File: config.mk
export PLATFORM = sky130hd
export DESIGN_NAME = lzw_front
export DESIGN_NICKNAME = d
export VERILOG_FILES = /design/src/sv/lzw_pkg.sv /design/src/sv/lzw_front.sv
export SDC_FILE = /design/constraint.sdc
export NUM_CORES = 1
export LEC_CHECK = 0
export BUFFER_PORTS_ARGS = -buffer_cell sky130_fd_sc_hd__clkbuf_2
export CAP_MARGIN = 40
export CORE_AREA = 10 10 62 51
export DETAILED_ROUTE_END_ITERATION = 8
export DIE_AREA = 0 0 72 61
export PLACE_DENSITY = 0.69
export SYNTH_ARGS = -nofsm -noshare
export SYNTH_HDL_FRONTEND = slang
export SYNTH_SLANG_ARGS = --single-unit
export TNS_END_PERCENT = 1
File: constraint.sdc
create_clock -name clk_i -period 2.1 [get_ports clk_i]
set_input_delay 0.21 -clock clk_i [delete_from_list [all_inputs] [get_ports clk_i]]
set_output_delay 0.21 -clock clk_i [all_outputs]
set_load 0.1 [all_outputs]
File: src/sv/lzw_pkg.sv
`timescale 1ns / 1ps
`default_nettype none
// ----------------------------------------------------------------------------
// lzw_pkg
// Shared types and constants of the LZW byte compressor.
// ----------------------------------------------------------------------------
package lzw_pkg;

  localparam int unsigned LiteralCodes = 256;
  localparam int unsigned CodeOutW     = 12;

  typedef struct packed {
    logic [7:0] data_byte;
    logic       end_of_message;
  } lzw_item_t;

  typedef struct packed {
    logic [CodeOutW-1:0] code;
    logic                run_last;
    logic                message_done;
  } lzw_result_t;

endpackage
`default_nettype wire

File: src/sv/lzw_front.sv
`timescale 1ns / 1ps
`default_nettype none
// ----------------------------------------------------------------------------
// lzw_front
// Input side: accepts byte transactions into a two-entry queue for the back.
// ----------------------------------------------------------------------------
module lzw_front (
  input  wire logic                clk_i,
  input  wire logic                rst_ni,
  input  wire logic                push_i,
  output logic                     full_o,
  input  wire logic [7:0]          data_byte_i,
  input  wire logic                end_of_message_i,
  output logic                     item_valid_o,
  output lzw_pkg::lzw_item_t       item_o,
  input  wire logic                item_take_i
);
  import lzw_pkg::*;

  lzw_item_t   mem_q [2];
  logic        wp_q, rp_q;
  logic [1:0]  cnt_q;
  logic        do_push, do_pop;

  assign full_o       = (cnt_q == 2'd2);
  assign item_valid_o = (cnt_q != 2'd0);
  assign item_o       = mem_q[rp_q];
  assign do_push      = push_i && !full_o;
  assign do_pop       = item_take_i && item_valid_o;

  always_ff @(posedge clk_i) begin
    if (do_push) begin
      mem_q[wp_q] <= '{data_byte: data_byte_i, end_of_message: end_of_message_i};
    end
  end

  always_ff @(posedge clk_i or negedge rst_ni) begin
    if (!rst_ni) begin
      wp_q  <= 1'b0;
      rp_q  <= 1'b0;
      cnt_q <= 2'd0;
    end else begin
      if (do_push) wp_q <= ~wp_q;
      if (do_pop)  rp_q <= ~rp_q;
      cnt_q <= cnt_q + {1'b0, do_push} - {1'b0, do_pop};
    end
  end

endmodule
`default_nettype wire

; ---- After elaboration in Yosys (flattened, before gate mapping)
; Memory sizes are Yosys's and may differ from the RTL's.
; Index checks and enable logic that the tools add are counted.
[word_totals]
regBits = 4
ramBits = 18
input_bits = 13
output_inout_bits = 11
n_memories = 1
[classes]
n_addsub = 2
eq_ne = 1
muxes = 2
bitwise_logic = 2
n_reduce_logical = 4
[memory_table]
columns = name, words, width, rd, rd_clocked_by_memory_dff, wr, line_no
row1 = mem_q, 2, 9, 1, 0, 1, lzw_front.sv:20  ; lzw_item_t mem_q [2];
[ops]
columns = operator, n
row1 = $add 2x1->2, 1
row2 = $eq 2x2->1 const B, 1
row3 = $logic_and 1x1->1, 2
row4 = $mux 1, 2
row5 = $not 1->1, 2
row6 = $reduce_bool 2->1, 1
row7 = $sub 2x1->2, 1
row8 = $logic_not 1->1, 1

; ---- Longest topological paths before layout
; Gate-level depths: netlist of the first run.
[logic_depth]
word_depth = 5
mapped_depth = 7
mapped_depth_nobuf = 7

; ---- Worst setup path after synthesis of the first run
; No wires, ideal clock.
[synth_path]
kind = register to register
start = register cnt_q[1]
end = register cnt_q[1]
setup_ps = 123
arrival_time_ps = 1681
path_slack_ps = 297
path_stages_with_launch = 8
n_path_buf = 0
cell_sequence = dfrtp_1 -> or2_4 -> and2_4 -> ha_1 -> inv_1 -> ha_1 -> xnor2_1 -> xnor2_1
[synth_rtl]
columns = item, line_no
row1 = "start, declared", lzw_front.sv:22  ; logic [1:0] cnt_q;
row2 = "start signal, assigned", lzw_front.sv:45  ; cnt_q <= cnt_q + {1'b0, do_push} - {1'b0, do_pop};
row3 = $reduce_bool 2->1, lzw_front.sv:26  ; assign item_valid_o = (cnt_q != 2'd0);
row4 = net item_valid_o, lzw_front.sv:14  ; output logic item_valid_o,
row5 = $logic_and 1x1->1, lzw_front.sv:29  ; assign do_pop = item_take_i && item_valid_o;
row6 = net do_pop, lzw_front.sv:23  ; logic do_push, do_pop;
row7 = $sub 2x1->2, lzw_front.sv:45
; The timed path passes the listed nets, and every way through them passes these cells.
; A chain may end at the register's enable or synchronous reset.

==> results.txt, run 1 <==
unrepaired setup endpoints after global routing - false
Die Y - 61 um
Cell Area, Synth - 852.1 um^2
core box area - 1962 um^2
Hold Vio Cnt, Final - 0
Synth cell types - 14
H-Tree Depth - 1
worst hold slack - 0.08703 ns
WS Path Type - reg2out
DR WL/cell - 16.08 um
first-pass GRT wire length - 2587 um
Slew Limit Headroom - 0.6352
Sum Neg Setup Slack - 0 ns
# DRC - 0
Worst setup SP type - flip-flop
commonest non-fill, non-tap cell in the layout - clkbuf_2
syn nets - 61
Die Width - 72 um
final antenna diode count - 0
worst reg2reg startpoint - cnt_q[1]$_DFF_PN0_
Detail Route Antenna Nets - 0
Max Freq - 0.5253 GHz
initial core utilization - 0.4343
clock root buffer - clkbuf_4
vias in the first global route - 526
GP Congestion - 0.7272
total track usage - 0.07916
clk_skew - 0.004582 ns
post-synthesis sequential area ratio - 0.7518
Nets - 90
Max-Cap Viols - 0
Buffers on Ports - 23
worst path required time - 1.89 ns
synthesized area per cell - 18.52 um^2
clock buffer depth - 2
Mapped Cells - 46
status - finished, final reports clean
Final period util - 0.9065
Critical Path Source - rp_q$_DFFE_PN0P_
Critical-path top delay cell - dfrtp_1
area added between synthesis and finish - 24.67%
max-slew violations - 0
CTS Buf Count - 3
largest net degree at the start of global routing - 14
Period minus WS final - 1.904 ns
Worst-Margin Slew - 0.5495 ns
vias per inst - 4.612
final setup fails - 0
Worst Path Max Fanout - 10
Cell Chain, Critical Path - mux2_2 > clkbuf_2
met1 Resource Use GR - 0.08049
fillers - 177
worst setup margin - 0.1964 ns
most frequent cells in the layout - clkbuf_2, edfxtp_1, mux2_2
met3 usage - 0.03915
Detailed Route Iter0 Violations - 10
full die area - 4392 um^2
FP Rows - 14
routed via count - 452
Syn. warnings - 0
GRT Max-Usage Layer - met2
hold buffer count at CTS - 1
Worst-path clk slew - 0.12 ns
clk_lat worst skew - 0.31 ns
clock sinks - 22
I/O pins - 24
gr ovfl total - 0
HP Class - in2reg
CP Capture Type - output port
DR pass1 iterations - 4
met2 GRT Util - 0.1382
Setup Buffers After CTS - 0
register bit total from synthesis - 22
DP Worst Slack - 0.4204 ns
worst path arrival time - 1.69 ns
CTS tree - done
share of cells above drive strength 1 - 0.5270
HP Start - data_byte_i[6]
Max stage delay on crit path - 0.62 ns
Total Wirelength - 1576 um
post_cts resized - 0
initial antenna violation count - 0
==> kinds of logic after synthesis <==
logic type | synth area share
AND/OR/NAND/NOR | 0.04406
multiplexers | 0.1189
XOR/XNOR | 0.04112
adder cells (fa/ha/maj) | 0.02936
buffers and inverters | 0.01468
flip-flops | 0.7518
==> cell usage after synthesis <==
library cell | number | area share
dfrtp_1 | 4 | 0.12
nand2b_1 | 1 | 0.0073
and2_4 | 1 | 0.010
buf_2 | 1 | 0.0059
inv_1 | 2 | 0.0088
nor2_1 | 1 | 0.0044
or2_4 | 1 | 0.010
and3_1 | 1 | 0.0073
nand2_1 | 1 | 0.0044
edfxtp_1 | 18 | 0.63
xnor2_1 | 3 | 0.031
mux2_2 | 9 | 0.12
xor2_1 | 1 | 0.010
ha_1 | 2 | 0.029
==> through the flow <==
step                      area (um^2)    util  std cells
after floorplan                 852.1       -         46
after CTS                        1062  0.5415         98
after detailed placement        999.7  0.5096         93
final                            1062  0.5415         98
after global routing             1062  0.5415         98
after global placement          999.7  0.5096         93
==> registers in the layout, summed over array words and instances, names as in the netlist <==
name   cells
rp_q       1
wp_q       1
mem_q     18
cnt_q      2
==> critical path: cells and delay by family, from the launching register on <==
kind                   cells  cell delay, ns
DFF                        1            0.62
muxes                      1            0.39
buffers and inverters      1            0.37
==> final timing paths <==
check	endpoint	slack, ns	depth (start not counted)
worst max-delay path	item_o[7]	0.20	2
worst min-delay path	mem_q[1][7]$_DFFE_PP_	0.09	1
worst max register to register	cnt_q[1]$_DFF_PN0_	0.40	7
worst min register to register	wp_q$_DFFE_PN0N_	0.52	1
max in group asynchronous	wp_q$_DFFE_PN0N_	1.74	2
min in group asynchronous	rp_q$_DFFE_PN0P_	0.23	2
==> layout make-up <==
class                      count  area [um^2]  area share
sequential                    22        640.6      0.6031
multi-input combinational     21        198.9      0.1873
timing repair buffer          25        132.6      0.1249
clock inverter                 1        30.03     0.02827
tap                           24        30.03     0.02827
clock buffer                   3        22.52     0.02120
inverter                       2        7.507    0.007067
==> per-layer routing <==
metal | vias up | wire length, um
met5 | - | 0
met4 | 0 | 28
met3 | 2 | 111
met2 | 15 | 846
met1 | 211 | 590
li1 | 224 | -
Power of run 1 is left out: the tool's default activity adds up to more than one toggle a clock period on the data nets, which glitch-free logic cannot reach.
==> run 2: changes to the inputs <==
--- a/config.mk
+++ b/config.mk
@@ -5,12 +5,12 @@
 export SDC_FILE = /design/constraint.sdc
 export NUM_CORES = 1
 export LEC_CHECK = 0
-export BUFFER_PORTS_ARGS = -buffer_cell sky130_fd_sc_hd__clkbuf_2
 export CAP_MARGIN = 40
 export CORE_AREA = 10 10 62 51
 export DETAILED_ROUTE_END_ITERATION = 8
 export DIE_AREA = 0 0 72 61
-export PLACE_DENSITY = 0.69
+export DONT_BUFFER_PORTS = 1
+export PLACE_DENSITY = 0.59
 export SYNTH_ARGS = -nofsm -noshare
 export SYNTH_HDL_FRONTEND = slang
 export SYNTH_SLANG_ARGS = --single-unit
==> constraint.sdc (replaced) <==
create_clock -name clk_i -period 2.1 [get_ports clk_i]
set_input_delay 0.21 -clock clk_i [delete_from_list [all_inputs] [get_ports clk_i]]
set_output_delay 0.21 -clock clk_i [all_outputs]
set_load 0.05 [all_outputs]
==> run 2 against run 1 <==
Against the previous run:
- routed wire length fell by 7.8%
- first-iteration DRC count fell by 30%
- count of clock-buffer cells in the layout did not move
- via count fell by 8.8%
- die area did not move
- flip-flop and latch count did not move
- critical path depth rose by 5
- cell count fell by 14%
- worst hold slack improved by 0.032 ns
- highest routed layer is now met3
==> results.txt, run 2 (synthesis gave the netlist of run 1 again) <==
Reg2Reg Setup Slack - 0.24 ns (-0.16 ns)
clock root buffer - clkbuf_4
max reg flops - 18 (unchanged)
vias in the first global route - 519 (-1.3%)
Detailed Route Iter0 Violations - 7 (-3)
worst vdd ir - 0.0008348 V
CTS Buf Count - 3 (unchanged)
total track usage - 0.07226 (-0.006904)
clk_skew - 0.0007795 ns (-0.003803 ns)
Max-Cap Viols - 0 (unchanged)
full die area - 4392 um^2 (unchanged)
Worst setup SP type - flip-flop
Die Y - 61 um (unchanged)
area added between synthesis and finish - 18.65%
Period minus WS final - 1.855 ns (-0.04831 ns)
final instance area - 1011 um^2 (-4.8%)
worst reg2reg startpoint - cnt_q[1]$_DFF_PN0_
Die Width - 72 um (unchanged)
HP Class - in2reg
Sum Neg Setup Slack - 0 ns (unchanged)
placed cell area - 884.6 um^2 (-12%)
most frequent cells in the layout - edfxtp_1, dlygate4sd3_1, mux2_2
clock buffer depth - 2 (unchanged)
worst path arrival time - 2.08 ns (+0.39 ns)
final antenna diode count - 0 (unchanged)
FP Rows - 14 (unchanged)
Biggest register - mem_q
gr ovfl total - 0 (unchanged)
Worst-Margin Slew - 0.4515 ns (-0.09806 ns)
clk_lat worst skew - 0.29 ns (-0.02 ns)
HP Start - push_i
core box area - 1962 um^2 (unchanged)
Top Registers - mem_q x18, cnt_q x2
Buffers on Ports - 0 (-100%)
I/O pins - 24 (unchanged)
WS Path Type - reg2reg
unrepaired setup endpoints after global routing - false
Lkg Pwr - 0.3717 nW
post_cts resized - 0 (unchanged)
first-pass GRT wire length - 2359 um (-8.8%)
R2R Path End - cnt_q[1]$_DFF_PN0_
CTS tree - done
vias per inst - 4.905 (+6.3%)
Final period util - 0.8835 (-0.02300)
largest net degree at the start of global routing - 13 (-1)
GP Congestion - 0.6157 (-15%)
share of cells above drive strength 1 - 0.2500 (-0.2770)
initial core utilization - 0.4343 (unchanged)
initial antenna violation count - 0 (unchanged)
WHS Path Cells - 2 (+1)
Worst-path clk slew - 0.10 ns (-0.02 ns)
Detail Route Antenna Nets - 0 (unchanged)
# DRC - 0 (unchanged)
Worst Path Max Fanout - 3 (-7)
commonest non-fill, non-tap cell in the layout - edfxtp_1
Slew Limit Headroom - 0.6987 (+0.06349)
DR pass1 iterations - 3 (-1)
routed via count - 412 (-8.8%)
Hold Vio Cnt, Final - 0 (unchanged)
Max Freq - 0.5390 GHz (+2.6%)
Pwr per Cell Area - 1566 nW/um^2
final setup fails - 0 (unchanged)
Nets - 76 (-16%)
max-slew violations - 0 (unchanged)
CP Capture Type - flip-flop
clock sinks - 22 (unchanged)
DR WL/cell - 17.30 um (+7.6%)
Min-Delay Endpoint - wp_q$_DFFE_PN0N_
worst hold slack - 0.1188 ns (+0.03176 ns)
status - finished, final reports clean
Total Wirelength - 1453 um (-7.8%)
H-Tree Depth - 1 (unchanged)
R2R cell count - 7 (unchanged)
worst path required time - 2.32 ns (+0.43 ns)
[run 2: how the worst max path moves through the flow]
stage                             startpoint            endpoint  slack, ns  cells after the start
final                     cnt_q[1]$_DFF_PN0_  cnt_q[1]$_DFF_PN0_       0.24                      7
after global routing      cnt_q[1]$_DFF_PN0_  cnt_q[1]$_DFF_PN0_       0.13                      7
after CTS                 cnt_q[1]$_DFF_PN0_  cnt_q[1]$_DFF_PN0_       0.23                      7
after detailed placement  cnt_q[1]$_DFF_PN0_  cnt_q[1]$_DFF_PN0_       0.27                      7
after global placement    cnt_q[1]$_DFF_PN0_  cnt_q[1]$_DFF_PN0_       0.35                      7
after floorplan           cnt_q[1]$_DFF_PN0_  cnt_q[1]$_DFF_PN0_       0.37                      7
[run 2: stage by stage]
step	setup slack [ns]	power (W)	util	instances
after floorplan	0.3734	0.001309	-	46
after global placement	0.3548	0.001370	0.4509	70
after detailed placement	0.2668	0.001410	0.4509	70
after CTS	0.2346	0.001612	0.5153	84
after global routing	0.1253	0.001676	0.5153	84
final	0.2447	0.001583	0.5153	84
[run 2: power breakdown]
part           switching [W]  internal (W)  leakage [nW]  total, W
Sequential         0.0000796      0.000608         0.214  0.000688
Clock               0.000111     0.0000692        0.0154  0.000180
Combinational       0.000514      0.000201         0.143  0.000715
Total               0.000705      0.000879         0.372   0.00158
[run 2: area by class of cell]
cell class                      count  area [um^2]
Fill cell                         156        950.9
Sequential cell                    22        640.6
Inverter                            2        7.507
Clock buffer                        3        22.52
Timing Repair Buffer               11        107.6
Tap cell                           24        30.03
Clock inverter                      1        3.754
Multi-Input combinational cell     21        198.9
[run 2: timing repair]
item,4_1_cts,5_1_grt
hold buffers,10,0
setup buffers,0,0
endpoints found under the hold margin,22,0
[run 2: layer usage]
metal | GRT usage | share of wire | wire length [um]
met5 | 0 | 0 | 0
met2 | 0.1432 | 0.57 | 833
met3 | 0.05057 | 0.094 | 136
met4 | 0.01653 | 0 | 0
met1 | 0.05671 | 0.33 | 483
[run 2: critical path: stages (launching register included)]
cell,delay (ns)
dfrtp_1,0.42
or2_4,0.34
and2_4,0.19
ha_1,0.27
inv_1,0.04
ha_1,0.18
xnor2_1,0.19
xnor2_1,0.14
Note: power is estimated with default switching activity, not from simulation.
